`config.mk`:
```
export PLATFORM = sky130hd
export DESIGN_NAME = bunch_sample_stream_decoder_flat
export DESIGN_NICKNAME = d
export VERILOG_FILES = /design/src/design/bsd_pkg.sv /design/src/design/bsd_if.sv /design/src/design/bunch_sample_stream_decoder.sv /design/src/design/bsd_front.sv /design/src/design/bsd_queue.sv /design/src/design/bsd_back.sv /design/src/flat_wrapper.sv
export SDC_FILE = /design/constraint.sdc
export NUM_CORES = 1
export LEC_CHECK = 0
export ABC_AREA = 1
export BUFFER_PORTS_ARGS = -buffer_cell sky130_fd_sc_hd__buf_4
export CAP_MARGIN = 20
export CORE_MARGIN = 2
export CORE_UTILIZATION = 27
export CTS_CLUSTER_SIZE = 10
export DETAILED_ROUTE_END_ITERATION = 16
export HOLD_SLACK_MARGIN = 0.08
export SLEW_MARGIN = 20
export SYNTH_ARGS = -nofsm -noshare
export SYNTH_HDL_FRONTEND = slang
export SYNTH_HIERARCHICAL = 1
export SYNTH_SLANG_ARGS = --single-unit
```
`constraint.sdc`:
```
create_clock -name clk -period 37.5 [get_ports clk]
set_clock_uncertainty 0.05 [all_clocks]
set_input_delay 3.75 -clock clk [delete_from_list [all_inputs] [get_ports clk]]
set_output_delay 3.75 -clock clk [all_outputs]
set_load 0.005 [all_outputs]
```
`src/design/bsd_pkg.sv`:
```
// shared types, constants and helpers of the bunch sample stream decoder
package bsd_pkg;

  // trailer check patterns and fill word
  localparam logic [13:0] TRAILER_MARK   = 14'h2AAA;
  localparam logic [3:0]  TRAILER_NIBBLE = 4'hA;
  localparam logic [9:0]  FILL_WORD      = 10'h2AA;
  localparam logic [9:0]  MIN_BUNCH_LEN  = 10'd3;

  // configuration register index, taken from paddr[2]
  localparam logic REG_IDX_VERIFY = 1'b0;

  // error codes carried in a result
  typedef enum logic [2:0] {
    ERR_NONE      = 3'd0,
    ERR_MARKER    = 3'd1,
    ERR_NIBBLE    = 3'd2,
    ERR_FILL      = 3'd3,
    ERR_MALFORMED = 3'd4
  } err_code_t;

  // parse phase, one-hot
  typedef enum logic [3:0] {
    PH_TRAILER = 4'b0001,
    PH_LENGTH  = 4'b0010,
    PH_TIME    = 4'b0100,
    PH_SAMPLE  = 4'b1000
  } phase_t;

  // one result without the address and last flag
  typedef struct packed {
    logic       is_error;
    logic [9:0] time_bin;
    logic [9:0] sample_value;
    err_code_t  error_code;
  } result_t;

  // all results of one input word
  typedef struct packed {
    logic [11:0]      address;
    logic [2:0]       count;
    result_t [3:0]    res;
  } bundle_t;

  function automatic result_t mk_result(input logic is_err, input logic [9:0] tb,
                                        input logic [9:0] val, input err_code_t code);
    result_t r;
    r.is_error     = is_err;
    r.time_bin     = tb;
    r.sample_value = val;
    r.error_code   = code;
    return r;
  endfunction

endpackage

```
`src/design/bsd_if.sv`:
```
// stream interfaces for input words and result beats
interface bsd_in_if;
  logic        valid;
  logic        ready;
  logic [39:0] data_word;

  modport source (output valid, output data_word, input ready);
  modport sink (input valid, input data_word, output ready);
endinterface

interface bsd_out_if;
  logic        valid;
  logic        ready;
  logic        is_error;
  logic [11:0] channel_address;
  logic [9:0]  time_bin;
  logic [9:0]  sample_value;
  logic [2:0]  error_code;
  logic        last_of_item;

  modport source (output valid, output is_error, output channel_address, output time_bin,
                  output sample_value, output error_code, output last_of_item, input ready);
  modport sink (input valid, input is_error, input channel_address, input time_bin,
                input sample_value, input error_code, input last_of_item, output ready);
endinterface

```
`src/design/bunch_sample_stream_decoder.sv`:
```
// top level: register port, front parser, bundle queue and result sequencer
// path: an accepted word's bundle is registered in the queue, then in the sequencer
// throughput: one input beat per cycle while the queue is not full; result beats leave
//   one per cycle, while out_ch.ready is high, through the single result port
// reset: synchronous rst clears the parse state, halt flag, verify flag, queue and
//   result sequencer; an error halts the parser, which drops every word until reset
module bunch_sample_stream_decoder import bsd_pkg::*; (
  input  logic        clk,
  input  logic        rst,
  input  logic        psel,
  input  logic        penable,
  input  logic        pwrite,
  input  logic [2:0]  paddr,
  input  logic [31:0] pwdata,
  output logic [31:0] prdata,
  output logic        pready,
  bsd_in_if.sink      in_ch,
  bsd_out_if.source   out_ch
);

  logic    verify;
  logic    push;
  bundle_t push_data;
  logic    q_full;
  logic    pop;
  logic    q_valid;
  bundle_t q_data;

  // register port
  assign pready = 1'b1;
  assign prdata = (paddr[2] == REG_IDX_VERIFY) ? {31'd0, verify} : 32'd0;

  always_ff @(posedge clk) begin
    if (rst) begin
      verify <= 1'b0;
    end else if (psel && penable && pwrite && pready && paddr[2] == REG_IDX_VERIFY) begin
      verify <= pwdata[0];
    end
  end

  bsd_front u_front (
    .clk       (clk),
    .rst       (rst),
    .verify    (verify),
    .in_ch     (in_ch),
    .q_full    (q_full),
    .push      (push),
    .push_data (push_data)
  );

  bsd_queue u_queue (
    .clk       (clk),
    .rst       (rst),
    .push      (push),
    .push_data (push_data),
    .full      (q_full),
    .pop       (pop),
    .not_empty (q_valid),
    .pop_data  (q_data)
  );

  bsd_back u_back (
    .clk     (clk),
    .rst     (rst),
    .q_valid (q_valid),
    .q_data  (q_data),
    .pop     (pop),
    .out_ch  (out_ch)
  );

  // queue never written while full
  a_no_overflow: assert property (@(posedge clk) disable iff (rst) push |-> !q_full)
    else $error("bundle queue written while full");

  // an error beat always closes its word
  a_err_last: assert property (@(posedge clk) disable iff (rst)
    (out_ch.valid && out_ch.is_error) |-> out_ch.last_of_item)
    else $error("error beat not last of its word");

  // error flag and error code agree
  a_err_code: assert property (@(posedge clk) disable iff (rst)
    out_ch.valid |-> (out_ch.is_error == (out_ch.error_code != ERR_NONE)))
    else $error("error flag and code disagree");

  // a held result beat keeps its place while stalled
  a_beat_hold: assert property (@(posedge clk) disable iff (rst)
    (out_ch.valid && !out_ch.ready) |=> (out_ch.valid && $stable(out_ch.sample_value)
      && $stable(out_ch.last_of_item)))
    else $error("stalled result beat changed");

endmodule

```
`src/design/bsd_front.sv`:
```
// front part: accepts words, runs the parse state and builds result bundles
module bsd_front import bsd_pkg::*; (
  input  logic        clk,
  input  logic        rst,
  input  logic        verify,
  bsd_in_if.sink      in_ch,
  input  logic        q_full,
  output logic        push,
  output bundle_t     push_data
);

  phase_t      phase, phase_next;
  logic [9:0]  words_left, words_left_next;
  logic [1:0]  fill_left, fill_left_next;
  logic [9:0]  bunch_left, bunch_left_next;
  logic [9:0]  cur_time, cur_time_next;
  logic [11:0] cur_addr, cur_addr_next;
  logic        halted, halted_next;
  logic        fire;
  logic [39:0] w;

  assign in_ch.ready = !q_full;
  assign fire        = in_ch.valid && in_ch.ready;
  assign w           = in_ch.data_word;

  // parse one word: trailer decode or four slots in order
  always_comb begin
    phase_t     ph;
    logic [9:0] wlv;
    logic [1:0] flv;
    logic [9:0] blv;
    logic [9:0] ctv;
    logic [9:0] v;
    logic [2:0] n;
    logic       go;
    bundle_t    bun;

    phase_next      = phase;
    words_left_next = words_left;
    fill_left_next  = fill_left;
    bunch_left_next = bunch_left;
    cur_time_next   = cur_time;
    cur_addr_next   = cur_addr;
    halted_next     = halted;
    ph  = phase;
    wlv = words_left;
    flv = fill_left;
    blv = bunch_left;
    ctv = cur_time;
    v   = '0;
    n   = 3'd0;
    go  = 1'b1;
    bun = '0;
    bun.address = cur_addr;

    if (fire && !halted) begin
      if (phase == PH_TRAILER) begin
        cur_addr_next = w[11:0];
        bun.address   = w[11:0];
        if (verify && w[39:26] != TRAILER_MARK) begin
          bun.res[0]  = mk_result(1'b1, 10'd0, 10'd0, ERR_MARKER);
          n           = 3'd1;
          halted_next = 1'b1;
        end else if (verify && w[15:12] != TRAILER_NIBBLE) begin
          bun.res[0]  = mk_result(1'b1, 10'd0, 10'd0, ERR_NIBBLE);
          n           = 3'd1;
          halted_next = 1'b1;
        end else begin
          words_left_next = w[25:16];
          fill_left_next  = 2'd0 - w[17:16];
          bunch_left_next = '0;
          phase_next      = (w[25:16] == 10'd0) ? PH_TRAILER : PH_LENGTH;
        end
      end else begin
        for (int s = 0; s < 4; s++) begin
          v = w[39 - 10*s -: 10];
          if (go && ph != PH_TRAILER) begin
            if (flv != 2'd0) begin
              // leading fill word
              if (verify && v != FILL_WORD) begin
                bun.res[n[1:0]] = mk_result(1'b1, 10'd0, v, ERR_FILL);
                n           = n + 3'd1;
                halted_next = 1'b1;
                go          = 1'b0;
              end else begin
                flv = flv - 2'd1;
              end
            end else begin
              case (ph)
                PH_LENGTH: begin
                  if (v < MIN_BUNCH_LEN || v > wlv) begin
                    bun.res[n[1:0]] = mk_result(1'b1, 10'd0, v, ERR_MALFORMED);
                    n           = n + 3'd1;
                    halted_next = 1'b1;
                    go          = 1'b0;
                  end else begin
                    blv = v - 10'd2;
                    ph  = PH_TIME;
                  end
                end
                PH_TIME: begin
                  ctv = v;
                  ph  = PH_SAMPLE;
                end
                PH_SAMPLE: begin
                  bun.res[n[1:0]] = mk_result(1'b0, ctv, v, ERR_NONE);
                  n   = n + 3'd1;
                  ctv = ctv - 10'd1;
                  blv = blv - 10'd1;
                  if (blv == 10'd0) ph = PH_LENGTH;
                end
                default: begin
                  ph = PH_TRAILER;
                end
              endcase
              // count the word against the channel
              if (go) begin
                wlv = wlv - 10'd1;
                if (wlv == 10'd0 && ph == PH_LENGTH) ph = PH_TRAILER;
              end
            end
          end
        end
        phase_next      = ph;
        words_left_next = wlv;
        fill_left_next  = flv;
        bunch_left_next = blv;
        cur_time_next   = ctv;
      end
    end

    bun.count = n;
    push      = (n != 3'd0);
    push_data = bun;
  end

  // parse state
  always_ff @(posedge clk) begin
    if (rst) begin
      phase      <= PH_TRAILER;
      words_left <= '0;
      fill_left  <= '0;
      bunch_left <= '0;
      cur_time   <= '0;
      cur_addr   <= '0;
      halted     <= 1'b0;
    end else begin
      phase      <= phase_next;
      words_left <= words_left_next;
      fill_left  <= fill_left_next;
      bunch_left <= bunch_left_next;
      cur_time   <= cur_time_next;
      cur_addr   <= cur_addr_next;
      halted     <= halted_next;
    end
  end

endmodule

```
`src/design/bsd_queue.sv`:
```
// two-entry bundle queue between front and back
module bsd_queue import bsd_pkg::*; (
  input  logic    clk,
  input  logic    rst,
  input  logic    push,
  input  bundle_t push_data,
  output logic    full,
  input  logic    pop,
  output logic    not_empty,
  output bundle_t pop_data
);

  bundle_t    slots [2];
  logic       wptr;
  logic       rptr;
  logic [1:0] fill;

  assign full      = (fill == 2'd2);
  assign not_empty = (fill != 2'd0);
  assign pop_data  = slots[rptr];

  // entry storage
  always_ff @(posedge clk) begin
    if (push) slots[wptr] <= push_data;
  end

  // pointers and fill level
  always_ff @(posedge clk) begin
    if (rst) begin
      wptr <= 1'b0;
      rptr <= 1'b0;
      fill <= 2'd0;
    end else begin
      if (push) wptr <= ~wptr;
      if (pop) rptr <= ~rptr;
      case ({push, pop})
        2'b10:   fill <= fill + 2'd1;
        2'b01:   fill <= fill - 2'd1;
        default: fill <= fill;
      endcase
    end
  end

endmodule

```
`src/design/bsd_back.sv`:
```
// back part: plays out a bundle one result beat per cycle while out_ch.ready is high
module bsd_back import bsd_pkg::*; (
  input  logic     clk,
  input  logic     rst,
  input  logic     q_valid,
  input  bundle_t  q_data,
  output logic     pop,
  bsd_out_if.source out_ch
);

  bundle_t    cur;
  logic       cur_valid;
  logic [1:0] idx;
  logic       last;
  logic       fire;
  result_t    r;

  assign r    = cur.res[idx];
  assign last = ({1'b0, idx} == cur.count - 3'd1);
  assign fire = out_ch.valid && out_ch.ready;
  assign pop  = q_valid && (!cur_valid || (fire && last));

  // result beat fields
  assign out_ch.valid           = cur_valid;
  assign out_ch.is_error        = r.is_error;
  assign out_ch.channel_address = cur.address;
  assign out_ch.time_bin        = r.time_bin;
  assign out_ch.sample_value    = r.sample_value;
  assign out_ch.error_code      = r.error_code;
  assign out_ch.last_of_item    = last;

  // bundle payload
  always_ff @(posedge clk) begin
    if (pop) cur <= q_data;
  end

  // slot sequencing
  always_ff @(posedge clk) begin
    if (rst) begin
      cur_valid <= 1'b0;
      idx       <= 2'd0;
    end else if (pop) begin
      cur_valid <= 1'b1;
      idx       <= 2'd0;
    end else if (fire) begin
      if (last) begin
        cur_valid <= 1'b0;
      end else begin
        idx <= idx + 2'd1;
      end
    end
  end

endmodule

```
`src/flat_wrapper.sv`:
```
// flat-port wrapper written by rule: the top's interface ports become plain ports
module bunch_sample_stream_decoder_flat import bsd_pkg::*;
  (clk, rst, psel, penable, pwrite, paddr, pwdata, prdata, pready, in_ch_valid, in_ch_data_word, in_ch_ready, out_ch_valid, out_ch_is_error, out_ch_channel_address, out_ch_time_bin, out_ch_sample_value, out_ch_error_code, out_ch_last_of_item, out_ch_ready);
  bsd_in_if in_ch_i ();
  bsd_out_if out_ch_i ();
  input  logic clk;
  input  logic rst;
  input  logic psel;
  input  logic penable;
  input  logic pwrite;
  input  logic [2:0] paddr;
  input  logic [31:0] pwdata;
  output logic [31:0] prdata;
  output logic pready;
  input wire logic [$bits(in_ch_i.valid)-1:0] in_ch_valid;
  input wire logic [$bits(in_ch_i.data_word)-1:0] in_ch_data_word;
  output wire logic [$bits(in_ch_i.ready)-1:0] in_ch_ready;
  output wire logic [$bits(out_ch_i.valid)-1:0] out_ch_valid;
  output wire logic [$bits(out_ch_i.is_error)-1:0] out_ch_is_error;
  output wire logic [$bits(out_ch_i.channel_address)-1:0] out_ch_channel_address;
  output wire logic [$bits(out_ch_i.time_bin)-1:0] out_ch_time_bin;
  output wire logic [$bits(out_ch_i.sample_value)-1:0] out_ch_sample_value;
  output wire logic [$bits(out_ch_i.error_code)-1:0] out_ch_error_code;
  output wire logic [$bits(out_ch_i.last_of_item)-1:0] out_ch_last_of_item;
  input wire logic [$bits(out_ch_i.ready)-1:0] out_ch_ready;
  assign in_ch_i.valid = in_ch_valid;
  assign in_ch_i.data_word = in_ch_data_word;
  assign in_ch_ready = in_ch_i.ready;
  assign out_ch_valid = out_ch_i.valid;
  assign out_ch_is_error = out_ch_i.is_error;
  assign out_ch_channel_address = out_ch_i.channel_address;
  assign out_ch_time_bin = out_ch_i.time_bin;
  assign out_ch_sample_value = out_ch_i.sample_value;
  assign out_ch_error_code = out_ch_i.error_code;
  assign out_ch_last_of_item = out_ch_i.last_of_item;
  assign out_ch_i.ready = out_ch_ready;
  bunch_sample_stream_decoder u_core (.clk(clk), .rst(rst), .psel(psel), .penable(penable), .pwrite(pwrite), .paddr(paddr), .pwdata(pwdata), .prdata(prdata), .pready(pready), .in_ch(in_ch_i), .out_ch(out_ch_i));
endmodule
```
# After elaboration in Yosys (flattened, before gate mapping)
# Memories as Yosys holds them, arrays and structs flattened. A register that Yosys moved wholly into a read port is not among the register bits.
# Index checks and enable logic that the tools add are counted.
# Widths: inputs -> output; s select.
# word_totals
regBits	57
latch_bits	0
ramBits	222
mem_bits_ro	0
input_bits	82
output_inout_bits	72
memories	1
# op_classes
addsub	28
mul	0
div	0
n_lt_le_gt_ge	15
eq_ne	34
shifts	0
muxes	288
n_bitwise	5
reduce_logical	56
# memory_table
memory	depth	width	rd	rd_ports_with_merged_regs	wr	line	text
u_core.u_queue.slots	2	111	1	1	1	bsd_queue.sv:13	bundle_t slots [2];
# ops
operator	n
$mux 96	17
$bwmux 96	9
$pmux 96 s2	3
$mux 10	56
$mux 24	13
$mux 4	49
$pmux 10 s2	8
$demux 24 s2	3
$sub 10x1->10 const B	12
$logic_not 10->1	9
$mux 1	72
$mux 72	1
$mux 3	22
$bmux 24 s2	1
$pmux 24 s2	1
$pmux 4 s3	4
$mux 2	22
$gt 10x10->1	4
$lt 10x2->1 const B	4
$ne 10x10->1 const B	4
$sub 10x2->10 const B	4
$eq 4x2->1 const B	8
$logic_and 1x1->1	24
$mux 12	2
29 further kinds	74

# Logic depth before layout (Yosys ltp)
# logic_depth
depth_word	57
ltp_mapped	71
ltp_nobuf	69

# By module
# The synthesis kept the hierarchy.
# by_module_without_submodules
mod	instances	cells_per_inst	area_per_inst_um2
bsd_front	1	3323	17483.0
bsd_queue	1	378	8264.2
bsd_back	1	298	4370.4
bunch_sample_stream_decoder	1	47	317.8

# Worst setup path before layout
# No wires, ideal clock.
# synth_path
path_type	input -> register
from	input port in_ch_data_word[39]
to	memory u_core/u_queue/slots[0][0] in the netlist's numbering, enable pin
setup_ns	0.583
arrival_ns	15.576
t_required_ns	36.867
slack_ns	21.291
path_stages	62
path_buffers	4
cell_sequence	ha_1 -> nand2_1 -> inv_1 -> a21oi_1 -> nand3_1 -> nand2_1 -> nand2_2 -> nand2_4 -> nand2_4 -> buf_8 -> inv_2 -> nand2_1 -> xor2_2 -> ha_1 -> nand2_1 -> inv_1 -> nand3_1 -> nor2_1 -> [... 26 more ...] -> ha_1 -> a21oi_1 -> nor2_1 -> a2111oi_0 -> a32o_1 -> nand2_1 -> inv_1 -> clkbuf_1 -> nand2_1 -> nand3_1 -> nand2_1 -> nand2_1 -> nand2_1 -> nand2_1 -> nand2_1 -> nand3_1 -> inv_1 -> nor2_1
# synth_via
elab_chain_len	53
# synth_rtl
item	line	text
from (decl)	flat_wrapper.sv:16	input wire logic [$bits(in_ch_i.data_word)-1:0] in_ch_data_word;
branches (longest 48 deep; another with $lt 10x2->1)	-	
$mux 3 *	bsd_front.sv:57	if (phase == PH_TRAILER) begin
$mux 3 *	bsd_front.sv:56	if (fire && !halted) begin
$reduce_bool 3->1 *	bsd_front.sv:133	push = (n != 3'd0);
named net u_core.push	bunch_sample_stream_decoder.sv:22	logic push;
$mux 1 *	bsd_queue.sv:24	if (push) slots[wptr] <= push_data;
$mux 1 (not written as such) *	bsd_queue.sv:24	
to (decl)	bsd_queue.sv:13	
# Mark *: on every way through the listed nets, which the timed path passes. The select of a mux whose other input is x is not followed.

# Worst setup path after layout
# layout_path
from	input port in_ch_data_word[39]
to	memory u_core/u_queue/slots[0][50] in the netlist's numbering, enable pin
# Same word-level chain as after synthesis.

==> results.md <==
| Result | Value | Unit |
|---|---|---|
| Outcome | finished, final reports clean | - |
| Synth cell count leaders | 986 x sky130_fd_sc_hd__nand2_1, 387 x sky130_fd_sc_hd__inv_1, 356 x sky130_fd_sc_hd__nor2_1 | - |
| Starting DRT DRC Count | 3877 | - |
| Flip-flop and latch count after synthesis | 391 | - |
| Layout cell share with drive strength beyond 1 | 12.1 | % |
| Simple-gate area share of the yosys netlist | 25.8 | % |
| Total number of vias | 28900 | - |
| Quantity of gates resized following cts | 0 | - |
| RSZ-0062 raised after global routing | false | - |
| Worst-path cell with the longest stage delay | sky130_fd_sc_hd__buf_4 | - |
| CP peak stage delay | 0.67 | ns |
| CP Data Required Time | 37.67 | ns |
| Main area contributors after synthesis | sky130_fd_sc_hd__edfxtp_1 33%, sky130_fd_sc_hd__nand2_1 12%, sky130_fd_sc_hd__o21ai_0 5.5% | - |
| Mux cell area share after synthesis | 4.14 | % |
| Routed WL per cell | 20.5 | um |
| Post-synth top area cell | sky130_fd_sc_hd__edfxtp_1 | - |
| Routability congestion estimate | 0.948 | - |
| Combinational family with the most area after synthesis | simple AND/OR/NAND/NOR gates | - |
| Buffers added on ports | 88 | - |
| Rows | 123 | - |
| Critical Path End | u_core/u_queue/slots[0][50] | - |
| I/O pin count | 154 | - |
| Tcrit/Tclk final | 40.1 | % |
| Most common cell in the netlist | sky130_fd_sc_hd__nand2_1 | - |
| Depth of the worst register-to-register path | 63 | - |
| Count of unique library cells instantiated by Yosys | 74 | - |
| Setup violation total in the final timing report | 0 | - |
| DIE AREA | 115000 | um2 |
| Ys flop type | sky130_fd_sc_hd__edfxtp_1 | - |
| Vias in the first global route | 26000 | - |
| Number of max-slew violations in the final report | 0 | - |
| Number of DRC violations after detailed routing | 0 | - |
| Area fraction in compound gates after synthesis | 17.2 | % |
| Largest delay contributor family on the critical path | buffers and inverters | - |
| Final instance count without filler cells | 5522 | - |
| Ys async rst share | 0 | % |
| Wire length of the first global-routing pass | 168 | mm |
| Layout Nets | 4161 | - |
| Number of hold-repair buffers added at the cts stage | 0 | - |
| Clk Tree Root Cell | sky130_fd_sc_hd__clkbuf_16 | - |
| Post-Synth Adder-Cell Area | 3.29 | % |
| Max transition margin | 21.2 | % |
| Actual transition at the worst max-transition pin | 1.18 | ns |
| Insertion delay of the later-clocked pin in the worst-skew pair | 0.62 | ns |
| Endpoint kind of the worst setup timing path | register | - |
| Xor/xnor share of the synthesized area | 2.59 | % |
| DP Worst Slack | 21.79 | ns |
| HPWL after DPL | 81.9 | mm |
| Number of cells on the critical path | 63 | - |
| Final worst-path setup slack | 22.47 | ns |
| Number of flops mapped to enable cells by yosys | 333 | - |
| Arrival time at the worst endpoint | 15.20 | ns |
| Endpoint of the worst register-to-register path | u_core/u_queue/slots[0][50] | - |
| FF-to-FF setup slack | 25.09 | ns |
| Final hold vios | 0 | - |
| Post-Synthesis Cells | 4046 | - |
| Buffers and inverters on the worst path | 18 | - |
| Final worst path period need | 15.03 | ns |
| Core area | 112000 | um2 |
| Relative area change from synthesis to final layout | 9.43 | % |
| Overflow after GRT | 0 | - |
| Residual antenna-violating net count after detailed routing | 0 | - |
| Crit-path max FO | 48 | - |
| Total negative slack for setup checks | 0 | ns |
| Die Span X | 340 | um |
| Clock input transition at the sequential cells of the worst setup and hold paths | 0.05 | ns |
| Wire length after detailed routing | 113 | mm |
| Number of iterations in the first detailed-routing pass | 6 | - |
| Starting density of the core | 27.1 | % |
| Die Height | 340 | um |
| Reported max-cap violation count | 0 | - |
| Combined area of all synthesized cells | 30400 | um2 |
| Total global routing track utilization | 19.0 | % |
| Post-CTS Repair Setup Buffers | 0 | - |
| Kind of launch point of the worst setup path | input port | - |
| Maximum number of pins on one net before global-route repair | 75 | - |
| Mean cell area of the mapped netlist | 7.52 | um2 |
| CTS HTree Levels | 2 | - |
| Worst setup path startpoint | in_ch_data_word[39] | - |
| CTS max path bufs | 3 | - |
| Category of the critical setup timing path | input port to register | - |
| Sequential element share of the synthesized area | 36.7 | % |
| Total number of yosys warnings | 6 | - |
| Startpoint of the worst register-to-register path | u_core/u_front/words_left[4] | - |
| Hold/Removal Path Class | register to register | - |
| Peak clock frequency supported by timing | 0.0665 | GHz |
| CTS tree | built | - |
| Crit-path most repeated cell | sky130_fd_sc_hd__nand2_1 | - |
| Fraction of synthesized cell area taken by the top area cell type | 32.9 | % |
| Sinks on the clock net | 391 | - |
| Placed Cells incl. Taps | 5449 | - |
| Number of antenna violations at the first check in global routing | 6 | - |
| Inserted Clock Buffers | 48 | - |
| Vias per Instance | 5.23 | - |
-- kinds of logic after synthesis --
group	Yosys count
AND/OR/NAND/NOR	1788
AO/OA/AOI/OAI	898
buffers and inverters	691
flip-flops	391
multiplexers	112
XOR/XNOR	84
adder cells (fa/ha/maj)	80
other	2
-- stage by stage --
step / cell area (um2) / util (%) / hold slack, ns
detailed placement: 31900 / 28.4 / 0.410
global route: 33300 / 29.7 / 0.436
finish: 33300 / 29.7 / 0.416
global placement: 31900 / 28.4 / 0.407
CTS: 33300 / 29.7 / 0.418
floorplan: 30500 / - / 0.385
-- layer usage --
layer / share of wire (%) / global-route usage [%]
met1: 44 / 26.6
met2: 43 / 29.0
met3: 9.1 / 3.18
met4: 3.9 / 7.29
met5: 0.050 / 0
-- placed cells by master, fill, tap and decap left out, drive strengths merged, types with 32 or more instances in the layout --
cell type,instances
nand2,1029
inv,438
o21ai,400
nor2,396
edfxtp,333
nand3,205
a21oi,189
buf,119
mux2,112
o22ai,97
ha,80
o211ai,80
xor2,71
nand4,65
nor3,61
clkbuf,60
dfxtp,58
a31oi,40
conb,32
-- worst reg2reg max path, delay by kind of cell, from the launching register on --
kind	cells	cell delay, ns
compound gates	4	0.81
xor+xnor	1	0.29
fa+ha+maj	4	1.03
buf+inv	17	4.59
flops	1	0.53
simple gates	37	4.68
-- sequential cells by signal, summed over array words and instances, names as in the netlist, named ones only --
register	count
u_core/u_queue/slots	222
u_core/u_back/cur	99
u_core/u_front/phase	4
u_core/u_front/fill_left	2
u_core/u_front/cur_time	10
u_core/u_queue/fill	2
u_core/u_front/words_left	10
u_core/u_back/out_ch.channel_address	12
u_core/u_front/bunch_left	10
u_core/u_front/halted	1
u_core/u_queue/rptr	1
u_core/verify	1
u_core/u_front/cur_addr	12
u_core/u_queue/wptr	1
u_core/u_back/idx	2
u_core/u_back/out_ch.valid	1
-- layout make-up --
class / instances / area (um2)
repair buffers: 119 / 893
well taps: 1500 / 1880
fillers: 12000 / 78900
flip-flops and latches: 391 / 11200
multi-input cells: 2994 / 16300
clock buffers: 60 / 1260
diodes: 1 / 2.50
inverters: 445 / 1700
clock inverters: 12 / 125
-- how the worst min path moves through the flow --
stage / depth (start not counted) / startpoint / end / slack (ns)
4_1_cts: 2 / u_core/u_front/bunch_left[8] / u_core/u_front/bunch_left[8] / 0.42
3_3_place_gp: 2 / u_core/u_front/bunch_left[8] / u_core/u_front/bunch_left[8] / 0.41
5_1_grt: 2 / u_core/u_front/bunch_left[8] / u_core/u_front/bunch_left[8] / 0.44
2_1_floorplan: 2 / u_core/u_front/halted / u_core/u_front/halted / 0.39
6_report: 2 / u_core/u_front/bunch_left[8] / u_core/u_front/bunch_left[8] / 0.42
3_5_place_dp: 2 / u_core/u_front/bunch_left[8] / u_core/u_front/bunch_left[8] / 0.41
Power is left out: the tool's default activity adds up to more than one toggle a clock period on the data nets, which glitch-free logic cannot reach.
